==> src/rtl/core/sem_pkg.sv <==
package sem_pkg;

    typedef struct packed {
        logic [7:0] red_in;
        logic [7:0] green_in;
        logic [7:0] blue_in;
        logic       pad;
    } in_item_t;

    typedef struct packed {
        logic [7:0] red_edge;
        logic [7:0] green_edge;
        logic [7:0] blue_edge;
        logic       frame_end;
    } out_item_t;

    typedef logic [23:0] pix_t;
    typedef pix_t [2:0][2:0] win_t;

    typedef struct packed {
        win_t win;
        logic frame_end;
    } q_entry_t;

    typedef enum logic {
        FR_IDLE,
        FR_UPD
    } fr_state_t;

    typedef enum logic [2:0] {
        BK_IDLE,
        BK_GRAD,
        BK_SQR,
        BK_SUM,
        BK_ROOT,
        BK_DONE
    } bk_state_t;

    localparam int CFG_IDX_W = 2;
    localparam int CFG_DATA_W = 13;
    localparam logic [CFG_IDX_W-1:0] CFG_FRAME_WIDTH = 2'd0;
    localparam logic [CFG_IDX_W-1:0] CFG_FRAME_HEIGHT = 2'd1;
    localparam logic [10:0] FW_RESET = 11'd640;
    localparam logic [12:0] FH_RESET = 13'd480;

    localparam int QUEUE_DEPTH = 2;
    localparam int QW = $clog2(QUEUE_DEPTH);

    localparam int ROOT_STEPS = 8;
    localparam logic [20:0] SAT_LIMIT = 21'd65281;

    localparam int KERN_X [3][3] = '{'{-1, 0, 1}, '{-2, 0, 2}, '{-1, 0, 1}};
    localparam int KERN_Y [3][3] = '{'{-1, -2, -1}, '{0, 0, 0}, '{1, 2, 1}};

endpackage

==> src/rtl/core/sem_back.sv <==
module sem_back import sem_pkg::*; (
    input  logic      aclk,
    input  logic      aresetn,
    input  logic      q_valid,
    input  q_entry_t  q_head,
    output logic      q_pop,
    output logic      m_valid,
    input  logic      m_ready,
    output out_item_t m_data
);

    bk_state_t          state_reg, state_next;
    win_t               win_reg;
    logic               fe_reg;
    logic signed [10:0] gx_reg [3];
    logic signed [10:0] gy_reg [3];
    logic signed [10:0] gx_c [3];
    logic signed [10:0] gy_c [3];
    logic [19:0]        sqx_reg [3];
    logic [19:0]        sqy_reg [3];
    logic [20:0]        sum_c [3];
    logic               sat_reg [3];
    logic [15:0]        rad_reg [3];
    logic [9:0]         rem_reg [3];
    logic [9:0]         rem_next [3];
    logic [7:0]         root_reg [3];
    logic [7:0]         root_next [3];
    logic [7:0]         edge_c [3];
    logic [2:0]         step_reg;
    logic               m_valid_reg;
    out_item_t          m_data_reg;

    assign m_valid = m_valid_reg;
    assign m_data = m_data_reg;
    assign q_pop = (state_reg == BK_IDLE) && q_valid;

    always_comb begin
        int sx, sy, v;
        for (int ch = 0; ch < 3; ch++) begin
            sx = 0;
            sy = 0;
            for (int i = 0; i < 3; i++) begin
                for (int j = 0; j < 3; j++) begin
                    v = int'(win_reg[i][j][8*ch +: 8]);
                    sx = sx + KERN_X[i][j] * v;
                    sy = sy + KERN_Y[i][j] * v;
                end
            end
            gx_c[ch] = 11'(sx);
            gy_c[ch] = 11'(sy);
        end
    end

    always_comb begin
        logic [11:0] rem_sh, trial;
        for (int ch = 0; ch < 3; ch++) begin
            sum_c[ch] = 21'(sqx_reg[ch]) + 21'(sqy_reg[ch]);
            rem_sh = {rem_reg[ch], rad_reg[ch][15:14]};
            trial = {2'b00, root_reg[ch], 2'b01};
            if (rem_sh >= trial) begin
                rem_next[ch] = 10'(rem_sh - trial);
                root_next[ch] = {root_reg[ch][6:0], 1'b1};
            end else begin
                rem_next[ch] = rem_sh[9:0];
                root_next[ch] = {root_reg[ch][6:0], 1'b0};
            end
            if (sat_reg[ch]) begin
                edge_c[ch] = 8'd255;
            end else if (rem_reg[ch] > {2'b00, root_reg[ch]}) begin
                edge_c[ch] = root_reg[ch] + 8'd1;
            end else begin
                edge_c[ch] = root_reg[ch];
            end
        end
    end

    always_ff @(posedge aclk) begin
        if (!aresetn) begin
            state_reg <= BK_IDLE;
        end else begin
            state_reg <= state_next;
        end
    end

    always_comb begin
        state_next = state_reg;
        case (state_reg)
            BK_IDLE: begin
                if (q_valid) begin
                    state_next = BK_GRAD;
                end
            end
            BK_GRAD: begin
                state_next = BK_SQR;
            end
            BK_SQR: begin
                state_next = BK_SUM;
            end
            BK_SUM: begin
                state_next = BK_ROOT;
            end
            BK_ROOT: begin
                if (step_reg == 3'(ROOT_STEPS - 1)) begin
                    state_next = BK_DONE;
                end
            end
            BK_DONE: begin
                if (!m_valid_reg) begin
                    state_next = BK_IDLE;
                end
            end
            default: begin
                state_next = BK_IDLE;
            end
        endcase
    end

    always_ff @(posedge aclk) begin
        case (state_reg)
            BK_IDLE: begin
                if (q_valid) begin
                    win_reg <= q_head.win;
                    fe_reg  <= q_head.frame_end;
                end
            end
            BK_GRAD: begin
                for (int ch = 0; ch < 3; ch++) begin
                    gx_reg[ch] <= gx_c[ch];
                    gy_reg[ch] <= gy_c[ch];
                end
            end
            BK_SQR: begin
                for (int ch = 0; ch < 3; ch++) begin
                    sqx_reg[ch] <= 20'(gx_reg[ch] * gx_reg[ch]);
                    sqy_reg[ch] <= 20'(gy_reg[ch] * gy_reg[ch]);
                end
            end
            BK_SUM: begin
                for (int ch = 0; ch < 3; ch++) begin
                    sat_reg[ch]  <= (sum_c[ch] >= SAT_LIMIT);
                    rad_reg[ch]  <= sum_c[ch][15:0];
                    rem_reg[ch]  <= '0;
                    root_reg[ch] <= '0;
                end
                step_reg <= '0;
            end
            BK_ROOT: begin
                for (int ch = 0; ch < 3; ch++) begin
                    rem_reg[ch]  <= rem_next[ch];
                    root_reg[ch] <= root_next[ch];
                    rad_reg[ch]  <= {rad_reg[ch][13:0], 2'b00};
                end
                step_reg <= step_reg + 3'd1;
            end
            default: begin
            end
        endcase
    end

    always_ff @(posedge aclk) begin
        if ((state_reg == BK_DONE) && !m_valid_reg) begin
            m_data_reg.red_edge   <= edge_c[0];
            m_data_reg.green_edge <= edge_c[1];
            m_data_reg.blue_edge  <= edge_c[2];
            m_data_reg.frame_end  <= fe_reg;
        end
    end

    always_ff @(posedge aclk) begin
        if (!aresetn) begin
            m_valid_reg <= 1'b0;
        end else if ((state_reg == BK_DONE) && !m_valid_reg) begin
            m_valid_reg <= 1'b1;
        end else if (m_ready) begin
            m_valid_reg <= 1'b0;
        end
    end

endmodule

==> config.mk <==
export PLATFORM = sky130hd
export DESIGN_NAME = sem_back
export DESIGN_NICKNAME = d
export VERILOG_FILES = /design/src/rtl/core/sem_pkg.sv /design/src/rtl/core/sem_back.sv
export SDC_FILE = /design/constraint.sdc
export NUM_CORES = 2
export LEC_CHECK = 0
export BUFFER_PORTS_ARGS = -buffer_cell sky130_fd_sc_hd__buf_2
export CORE_MARGIN = 1.5
export CORE_UTILIZATION = 58
export DETAILED_ROUTE_END_ITERATION = 12
export GPL_TIMING_DRIVEN = 0
export PLACE_DENSITY = 0.85
export SKIP_CTS_REPAIR_TIMING = 1
export SYNTH_ARGS = -nofsm -noshare
export SYNTH_HDL_FRONTEND = slang
export SYNTH_SLANG_ARGS = --single-unit
==> constraint.sdc <==
create_clock -name aclk -period 26.7 [get_ports aclk]
set_input_delay 4.005 -clock aclk [delete_from_list [all_inputs] [get_ports aclk]]
set_output_delay 4.005 -clock aclk [all_outputs]
set_load 0.1 [all_outputs]
==> impl_metrics.toml <==
[drt]
firstDrtPassIters = 5
num_vias = 33457
wl_um = 103500
post_drt_via_cell_ratio = 5.348
wl_per_cell_um = 16.54
drc = 0
ant_nets = 0
drt_iter0_markers = 2268

[timing]
fmax_ghz = 0.08969
period_share = 0.4176
slew_viol_final = 0
finalHoldViolations = 0
skew_ns = 0.03473
setup-tns-final_ns = 0
finalSetupViolCount = 0
worst_pin_slew_ns = 1.147
rsz0062_at_grt = "no"
finalCriticalPeriod_ns = 11.15
maxSlewHeadroom = 0.2324

[floorplan]
num_rows = 108
die_h_um = 300.2
dieArea_um2 = 90110
dieWidth_um = 300.2
coreArea_um2 = 87160
initial_core_util = 0.5877
pin_count = 248

[grt]
antenna_found_initial = 3
first_global_vias = 36193
grt_max_degree = 55
overflow = 0
met1_usage = 0.3082
grt_pass1_wl_um = 173300
grt_busiest_layer = "met2"
use_met3 = 0.04003
use_met2 = 0.4099
grt_usage = 0.2395

[cells_and_area]
syn2layout_area_growth_pct = 9.570
fin_area_um2 = 56130
drive_above_1_share = 0.07626
largest_register_ffs = 192
antenna_cells = 0
final_nets = 6463

[clock_tree]
tritoncts = "yes"
clk_path_buf_depth = 3
clkSinkCount = 501
insertion_delay_ns = 0.67
cts_root_buf = "clkbuf_16"
htreeDepth = 2
cts_buffers = 58
clk_pin_slew_ns = 0.06

[placed_design]
numPortBuffers = 223
dp_hpwl_um = 84800
placed_area_um2 = 54220
globalplace.congestion = 0.9126

[synth]
yosysWarnings = 0
synthTopCellsByArea = "fa_1 (29%), edfxtp_1 (29%), ha_1 (11%)"
synthFlopType = "edfxtp_1"
synth_edf_count = 497
yosysMostFrequentCell = "inv_1"
seq_area_frac_synth = 0.2929
synthesis.area_um2 = 51230
async_reset_ff_frac = 0
yosys.area.top_type = "fa_1"
synth_top_area_share = 0.2927
yosysUniqueCellTypes = 64
synth_nets = 6149
synthCells = 4744
synth-seq-cells = 501
synth_commonest_cells = "inv_1 (1147), fa_1 (749), edfxtp_1 (497)"
syn-mean-instance-area_um2 = 10.80

[setup_path]
path_class = "input pin to output port"
rr_endpoint = "sqy_reg[0][19]"
ff2ff_path_depth = 17
critPathLaunchType = "input pin"
arrival_ns = 7.14
r2r_start = "gy_reg[0][2]"
critPathCaptureType = "output port"
reg2reg_slack_ns = 20.47
required_ns = 22.69
critPathMaxFanout = 18

[flow_run]
drv_cap = 0

[min_path]
hold_path_class = "flip-flop to flip-flop"
whs_path_depth = 0
hold_end = "m_data[0]"
worstHoldStart = "fe_reg"

[outcome]
status = "finished, final reports clean"
## metrics by stage
| step | utilization | setup WS [ns] | cells | hold slack, ns |
|---|---|---|---|---|
| after floorplan | - | 6.692 | 4744 | 0.4003 |
| after global placement | 0.6172 | 1.218 | 6122 | 0.4020 |
| after detailed placement | 0.6221 | 15.45 | 6153 | 0.4172 |
| after CTS | 0.6440 | 15.43 | 6256 | 0.4094 |
| after global routing | 0.6440 | 15.24 | 6256 | 0.4196 |
| final | 0.6440 | 15.55 | 6256 | 0.4105 |
## critical path, stage by stage
cell	delay, ns
buf_2	0.10
nor4b_4	0.91
buf_6	0.31
buf_6	0.21
buf_6	0.21
buf_6	0.20
buf_6	0.21
buf_8	0.18
buf_8	0.17
buf_8	0.16
buf_2	0.43
## kinds of logic (layout without fill, tap and decap cells)
| group | Yosys count | count (layout) | share of synthesized area |
|---|---|---|---|
| buffers and inverters | 1235 | 1592 | 0.09057 |
| AO/OA/AOI/OAI | 438 | 438 | 0.05503 |
| multiplexers | 17 | 17 | 0.003322 |
| adder cells (fa/ha/maj) | 1184 | 1184 | 0.3990 |
| AND/OR/NAND/NOR | 1011 | 1011 | 0.09802 |
| XOR/XNOR | 358 | 358 | 0.06121 |
| flip-flops | 501 | 501 | 0.2929 |
## metal layers
layer | share of wire | vias up
li1 | - | 15578
met5 | 0.00033 | -
met3 | 0.063 | 218
met1 | 0.40 | 16701
met4 | 0.033 | 4
met2 | 0.50 | 956
## layout by cell type (no fill, tap or decap), drive strengths merged, types with 32 or more instances in the layout
master	count
a21o	38
a21oi	132
and2	177
buf	260
clkbuf	144
edfxtp	497
fa	749
ha	435
inv	1150
nand2	237
nand2b	37
nand3	32
nor2	249
nor2b	80
nor3	78
o21ai	82
xnor2	271
xor2	87
## layout make-up
type                            count  area (µm²)
Inverter                         1149        4313
Tap cell                         1155        1445
Clock buffer                       64        1495
Multi-Input combinational cell   3008       31620
Buffer                             86       326.6
Sequential cell                   501       15000
Fill cell                        6388       31030
Clock inverter                     39       410.4
Timing Repair Buffer              254        1516
## worst max-delay path by stage
stage / from / endpoint / slack, ns / depth (start not counted)
2_1_floorplan: q_valid / q_pop / 6.69 / 1
3_3_place_gp: q_valid / q_pop / 1.22 / 3
3_5_place_dp: q_valid / q_pop / 15.45 / 11
4_1_cts: q_valid / q_pop / 15.43 / 11
5_1_grt: q_valid / q_pop / 15.24 / 11
6_report: q_valid / q_pop / 15.55 / 11
Power is not shown: default switching activity piles up to over one toggle a cycle in this logic, so the estimate is an artifact.
