$ cat config.mk
export PLATFORM = sky130hd
export DESIGN_NAME = sem_queue
export DESIGN_NICKNAME = d
export VERILOG_FILES = /design/src/rtl/core/sem_pkg.sv /design/src/rtl/core/sem_queue.sv
export SDC_FILE = /design/constraint.sdc
export NUM_CORES = 1
export LEC_CHECK = 0
export ABC_AREA = 0
export BUFFER_PORTS_ARGS = -buffer_cell sky130_fd_sc_hd__buf_2
export CAP_MARGIN = 20
export CORE_MARGIN = 8
export CORE_UTILIZATION = 45
export DETAILED_ROUTE_END_ITERATION = 7
export PLACE_DENSITY_LB_ADDON = 0.15
export SKIP_CTS_REPAIR_TIMING = 1
export SLEW_MARGIN = 20
export SYNTH_ARGS = -nofsm -noshare
export SYNTH_HDL_FRONTEND = slang
export SYNTH_SLANG_ARGS = --single-unit
$ cat constraint.sdc
create_clock -name aclk -period 13.89 [get_ports aclk]
set_input_delay 2.778 -clock aclk [delete_from_list [all_inputs] [get_ports aclk]]
set_output_delay 2.778 -clock aclk [all_outputs]
set_load 0.02 [all_outputs]
$ cat src/rtl/core/sem_pkg.sv
package sem_pkg;

    typedef struct packed {
        logic [7:0] red_in;
        logic [7:0] green_in;
        logic [7:0] blue_in;
        logic       pad;
    } in_item_t;

    typedef struct packed {
        logic [7:0] red_edge;
        logic [7:0] green_edge;
        logic [7:0] blue_edge;
        logic       frame_end;
    } out_item_t;

    typedef logic [23:0] pix_t;
    typedef pix_t [2:0][2:0] win_t;

    typedef struct packed {
        win_t win;
        logic frame_end;
    } q_entry_t;

    typedef enum logic {
        FR_IDLE,
        FR_UPD
    } fr_state_t;

    typedef enum logic [2:0] {
        BK_IDLE,
        BK_GRAD,
        BK_SQR,
        BK_SUM,
        BK_ROOT,
        BK_DONE
    } bk_state_t;

    localparam int CFG_IDX_W = 2;
    localparam int CFG_DATA_W = 13;
    localparam logic [CFG_IDX_W-1:0] CFG_FRAME_WIDTH = 2'd0;
    localparam logic [CFG_IDX_W-1:0] CFG_FRAME_HEIGHT = 2'd1;
    localparam logic [10:0] FW_RESET = 11'd640;
    localparam logic [12:0] FH_RESET = 13'd480;

    localparam int QUEUE_DEPTH = 2;
    localparam int QW = $clog2(QUEUE_DEPTH);

    localparam int ROOT_STEPS = 8;
    localparam logic [20:0] SAT_LIMIT = 21'd65281;

    localparam int KERN_X [3][3] = '{'{-1, 0, 1}, '{-2, 0, 2}, '{-1, 0, 1}};
    localparam int KERN_Y [3][3] = '{'{-1, -2, -1}, '{0, 0, 0}, '{1, 2, 1}};

endpackage

$ cat src/rtl/core/sem_queue.sv
module sem_queue import sem_pkg::*; (
    input  logic     aclk,
    input  logic     aresetn,
    input  logic     push,
    input  q_entry_t push_data,
    output logic     full,
    input  logic     pop,
    output logic     head_valid,
    output q_entry_t head_data
);

    q_entry_t        entry_reg [QUEUE_DEPTH];
    logic [QW-1:0]   wr_ptr_reg, rd_ptr_reg;
    logic [QW:0]     count_reg;

    assign full = (count_reg == (QW+1)'(QUEUE_DEPTH));
    assign head_valid = (count_reg != '0);
    assign head_data = entry_reg[rd_ptr_reg];

    always_ff @(posedge aclk) begin
        if (push && !full) begin
            entry_reg[wr_ptr_reg] <= push_data;
        end
    end

    always_ff @(posedge aclk) begin
        if (!aresetn) begin
            wr_ptr_reg <= '0;
            rd_ptr_reg <= '0;
            count_reg  <= '0;
        end else begin
            if (push && !full) begin
                wr_ptr_reg <= (wr_ptr_reg == QW'(QUEUE_DEPTH - 1)) ? '0 : wr_ptr_reg + QW'(1);
            end
            if (pop && head_valid) begin
                rd_ptr_reg <= (rd_ptr_reg == QW'(QUEUE_DEPTH - 1)) ? '0 : rd_ptr_reg + QW'(1);
            end
            count_reg <= count_reg + (QW+1)'(push && !full) - (QW+1)'(pop && head_valid);
        end
    end

endmodule

==> run_results.csv, run 1 <==
group,metric,value,unit
outcome,status,"completed",
synth,yosysWarnings,0,
die,start_util,45.29,%
sta,fin_ws,7430,ps
cells_and_area,layout_common_cells,"439 x buf_2, 434 x edfxtp_1, 130 x mux2_4, 87 x mux2_2, 47 x clkbuf_16",
pwr,finalPower,3.953,mW
die,coreArea,0.03626,mm2
sta,slew_headroom,26.48,%
synth,synth_edf_count,434,
pwr,leakagePower,7.904,nW
die,row_count,70,
grt,grt_pass1_wl,54140,um
cells_and_area,fin_cells,1682,
sta,min_period_over_period,46.51,%
clock_tree,insertion_delay,550,ps
sta,fin_hold_ws,525.3,ps
synth,async_flop_share,0,%
grt,overflow,0,
cells_and_area,drive_above_1_share,60.71,%
drt,dr.pass1.iters,4,
sta,setup_viol,0,
die,die_area,0.04286,mm2
drt,routedWlPerCell,22.00,um
cells_and_area,syn2layout_area_growth,25.12,%
grt,grt_max_degree,78,
synth,synth_flop_cell,"edfxtp_1",
grt,first_global_vias,8683,
sta,fmax,0.1548,GHz
synth,synth.avg_cell_area,23.46,um2
placed_design,dp_cells,1592,
placed_design,port_buffers,439,
grt,antenna_found_initial,11,
synth,syn_nets,923,
cells_and_area,nNetsFinal,1394,
synth,syn-cell-area,0.01642,mm2
setup_path,setup.worst_path.end_class,"primary output",
drt,drc,0,
die,die_x,207.0,um
sta,skew,23.01,ps
die,ios,440,
cells_and_area,n_fill_cell,2909,
cells_and_area,final_common_cell,"buf_2",
clock_tree,cts_tree,"done",
setup_path,arrival,3680,ps
setup_path,reg2reg_from,"count_reg[0]",
drt,drt_iter0_markers,402,
placed_design,hpwl,26250,um
worst_hold_path,hold_start,"wr_ptr_reg",
drt,drt_wl_total,37000,um
sta,worst_pin_slew,1103,ps
clock_tree,cts_sinks,439,
synth,syn_inst,700,
worst_hold_path,worstHoldPathType,"register to register",
sta,fin_crit,6460,ps
placed_design,gp_congestion,0.7904,
placed_design,place_area,0.01907,mm2
cells_and_area,final_util,56.67,%
clock_tree,cts_buffer_depth,3,
drt,via_per_inst,4.856,
pwr,ir_drop,0.1350,mV
die,die_h,207.0,um
clock_tree,clk_pin_slew,60,ps
synth,synth_cell_types,18,
synth,ys_ff_latch,439,
cells_and_area,stdcell_area,0.02055,mm2
clock_tree,clockRootBuffer,"clkbuf_16",
sta,drv_slew,0,
setup_path,critPathKind,"register to primary output",
clock_tree,htree_levels,2,
synth,seq_area_frac_synth,79.97,%
clock_tree,numCtsBuffers,45,
placed_design,place_ws,7952,ps
sta,finalHoldViolCount,0,
grt,grtUsageTotal,16.61,%
sta,timing.setup.tns,0,ps
setup_path,critPathMaxFanout,66,
cells_and_area,largest_reg_flops,434,
setup_path,rrSetupSlack,10870,ps
run,drv_cap,0,
pwr,power_density,192.4,mW/mm2
sta,rsz0062_at_grt,"no",
drt,dr_total_vias,8168,
setup_path,cp-start-kind,"register",
setup_path,crit_required,11110,ps
drt,ant_nets,0,
## cell type report
type | count | area, um2 | share of cell area, %
Clock inverter | 27 | 251.5 | 1.224
Inverter | 2 | 7.507 | 0.03654
Tap cell | 468 | 585.6 | 2.850
Multi-Input combinational cell | 235 | 3074 | 14.96
Sequential cell | 439 | 13140 | 63.93
Antenna cell | 10 | 25.02 | 0.1218
Timing Repair Buffer | 448 | 2268 | 11.04
Clock buffer | 53 | 1199 | 5.834
## cell families (layout without fill, tap and decap cells)
logic type | count (synthesis) | after routing | share of synthesized area [%]
multiplexers | 218 | 218 | 17.91
flip-flops | 439 | 439 | 79.97
other | 0 | 10 | 0
XOR/XNOR | 3 | 3 | 0.1600
adder cells (fa/ha/maj) | 2 | 2 | 0.1524
AND/OR/NAND/NOR | 11 | 11 | 0.3733
buffers and inverters | 26 | 530 | 1.387
AO/OA/AOI/OAI | 1 | 1 | 0.04573
## report_power, final
group          total [mW]  switching (mW)  internal (mW)
sequential           1.72          0.0560           1.67
clock                1.18           0.470          0.706
combinational        1.05           0.616          0.438
## cells in the mapped netlist, drive strengths merged, types with 2 or more instances
library cell	instances	area, um2
nand2	2	7.510
mux2	217	2932
xnor2	3	26.28
nand2b	2	12.51
edfxtp	434	13030
nor2b	2	12.51
inv	2	7.510
dfxtp	5	100.1
and2	2	12.51
ha	2	25.02
buf	24	220.2
## final timing paths
kind,to,depth (start not counted)
worst max-delay path,head_data[126],4
worst min-delay path,wr_ptr_reg,2
worst max register to register,entry_reg[0][176],5
worst min register to register,wr_ptr_reg,2
## worst max-delay path: stages, from the launching register on
cell     delay, ps
dfxtp_4        700
buf_4          860
buf_4          850
mux2_4         360
buf_2          160
## per-layer routing
metal,up-vias,global-route usage (%),share of wire [%]
met5,-,0,0.16
met4,10,6.680,2.7
met3,67,6.235,8.5
met2,318,27.73,50
met1,4022,19.20,38
li1,3751,-,-
No activity file was read; power rests on OpenSTA's default activity.
==> inputs of run 2 (changes only) <==
Settings changed: ABC_AREA 0 to 1.
Clock period 13.89 ns to 5.5 ns, I/O delays scaled along.
==> run_results.csv, run 2 <==
group,metric,value,unit
outcome,status,"completed",
sta,setup_viol,0,
cells_and_area,final_common_cell,"buf_2",
synth,synth_edf_count,434,
drt,via_per_inst,4.839,
sta,fmax,0.2742,GHz
worst_hold_path,worstHoldPathType,"register to register",
grt,antenna_found_initial,17,
cells_and_area,n_fill_cell,2856,
sta,drv_slew,0,
drt,dr.pass1.iters,6,
synth,async_flop_share,0,%
setup_path,rrSetupSlack,3200,ps
synth,ys_ff_latch,439,
clock_tree,cts_tree,"done",
grt,grt_pass1_wl,53480,um
setup_path,cp-start-kind,"register",
sta,slew_headroom,42.94,%
placed_design,port_buffers,439,
pwr,finalPower,9.983,mW
placed_design,place_ws,2383,ps
synth,synth_cell_types,12,
run,drv_cap,0,
setup_path,max_stage_delay,910,ps
sta,skew,15.97,ps
grt,grt_max_degree,119,
synth,syn_inst,713,
setup_path,arrival,2550,ps
pwr,ir_drop,0.3622,mV
drt,routedWlPerCell,21.52,um
synth,synth_top_area_share,79.31,%
setup_path,cp_slowest_cell,"dfxtp_4",
grt,first_global_vias,8784,
setup_path,setup.worst_path.end_class,"primary output",
sta,rsz0062_at_grt,"no",
clock_tree,cts_buffer_depth,3,
drt,dr_total_vias,8216,
synth,seq_area_frac_synth,79.92,%
cells_and_area,drive_above_1_share,59.95,%
cells_and_area,nNetsFinal,1409,
drt,wl_met2,18810,um
setup_path,cp_top_family,"flip-flops",
clock_tree,clockRootBuffer,"clkbuf_16",
setup_path,critPathMaxFanout,60,
synth,syn_nets,936,
setup_path,crit_chain,"buf_12, mux2_2, buf_2",
drt,drt_wl_total,36550,um
synth,yosys-top-cells-count,"434 x edfxtp_1, 130 x mux2_4, 87 x mux2_2",
setup_path,crit_required,4400,ps
placed_design,gp_congestion,0.7343,
cells_and_area,final_util,56.78,%
clock_tree,insertion_delay,550,ps
synth,synth_flop_cell,"edfxtp_1",
synth,synth.avg_cell_area,23.05,um2
drt,drc,0,
sta,min_period_over_period,66.30,%
sta,timing.setup.tns,0,ps
die,die_x,207.1,um
setup_path,r2r_end,"entry_reg[1][93]",
sta,finalHoldViolCount,0,
die,ios,440,
cells_and_area,largest_reg_flops,434,
die,row_count,70,
die,coreArea,0.03626,mm2
cells_and_area,regArea,0.01314,mm2
cells_and_area,layout_common_cells,"439 x buf_2, 434 x edfxtp_1, 130 x mux2_4, 87 x mux2_2, 47 x clkbuf_16",
synth,yosysTopAreaCell,"edfxtp_1",
die,die_h,207.1,um
grt,grtUsageTotal,16.41,%
pwr,leakagePower,7.941,nW
die,start_util,45.32,%
drt,wl_met3,3010,um
drt,drt_iter0_markers,461,
placed_design,hpwl,25480,um
setup_path,worstSetupEndpoint,"head_data[20]",
clock_tree,clk_pin_slew,60,ps
setup_path,reg2reg_from,"count_reg[0]",
synth,yosysWarnings,0,
setup_path,rr_worst_depth,5,
sta,fin_ws,1853,ps
drt,top_layer_used,"met5",
setup_path,crit_cells,3,
synth,ys_top_cells_by_area,"edfxtp_1 79%, mux2_4 12%, mux2_2 6.0%, buf_6 1.1%, dfxtp_1 0.61%",
synth,post-synth-top-count-cell,"edfxtp_1",
cells_and_area,multi_input_area,0.003053,mm2
die,die_area,0.04289,mm2
clock_tree,htree_levels,2,
clock_tree,cts_sinks,439,
cells_and_area,syn2layout_area_growth,25.29,%
clock_tree,numCtsBuffers,45,
grt,overflow,0,
setup_path,critical_path_buf_inv_count,2,
sta,worst_pin_slew,856.0,ps
setup_path,critPathKind,"register to primary output",
drt,m1WireLength,13630,um
synth,syn-cell-area,0.01643,mm2
sta,fin_crit,3647,ps
drt,ant_nets,0,
pwr,power_density,484.9,mW/mm2
[run 2: area by class of cell]
| class | count | share of cell area, % |
|---|---|---|
| antenna | 9 | 0.1094 |
| clock buffer | 56 | 5.877 |
| clock inverter | 26 | 0.9724 |
| inverter | 9 | 0.1823 |
| multi-input combinational | 241 | 14.83 |
| sequential | 439 | 63.81 |
| tap | 468 | 2.844 |
| timing repair buffer | 450 | 11.38 |
[run 2: through the flow]
step | hold WS (ps) | instances | cell area, um2
floorplan | 467.5 | 713 | 16440
global route | 555.8 | 1696 | 20580
CTS | 521.4 | 1689 | 20560
global placement | 482.9 | 1607 | 19150
detailed placement | 506.9 | 1607 | 19150
finish | 515.0 | 1698 | 20590
[run 2: cell families after synthesis]
| group | after synthesis | share of synthesized area, % |
|---|---|---|
| flops | 439 | 79.92 |
| mux | 217 | 17.84 |
| compound gates | 2 | 0.06092 |
| buf+inv | 33 | 1.546 |
| fa+ha+maj | 2 | 0.1523 |
| simple gates | 20 | 0.4797 |
[run 2: worst register-to-register path: stages, from the launching register on]
cell and delay (ps):
dfxtp_1 350, inv_1 60, nand2_1 130, nand3_1 150
clkinvlp_4 570, buf_4 630
[run 2: routing by layer]
metal / vias to the layer above / GRT usage, %
met1: 4061 / 17.87
met3: 72 / 6.492
met5: - / 0
met2: 276 / 28.44
li1: 3791 / -
met4: 16 / 6.557
[run 2: power breakdown]
group          leakage [nW]  switching [mW]  total [mW]  internal [mW]
sequential             4.10           0.155        4.40           4.25
clock                 0.690            1.20        2.90           1.70
combinational          3.16            1.58        2.68           1.11
[run 2: how the worst min path moves through the flow]
stage / startpoint / end / slack [ps] / depth (start not counted)
floorplan: rd_ptr_reg / register / 470 / 2
global placement: rd_ptr_reg / register / 480 / 2
detailed placement: rd_ptr_reg / rd_ptr_reg / 510 / 2
CTS: rd_ptr_reg / rd_ptr_reg / 520 / 2
global route: rd_ptr_reg / register / 560 / 2
finish: rd_ptr_reg / register / 510 / 2
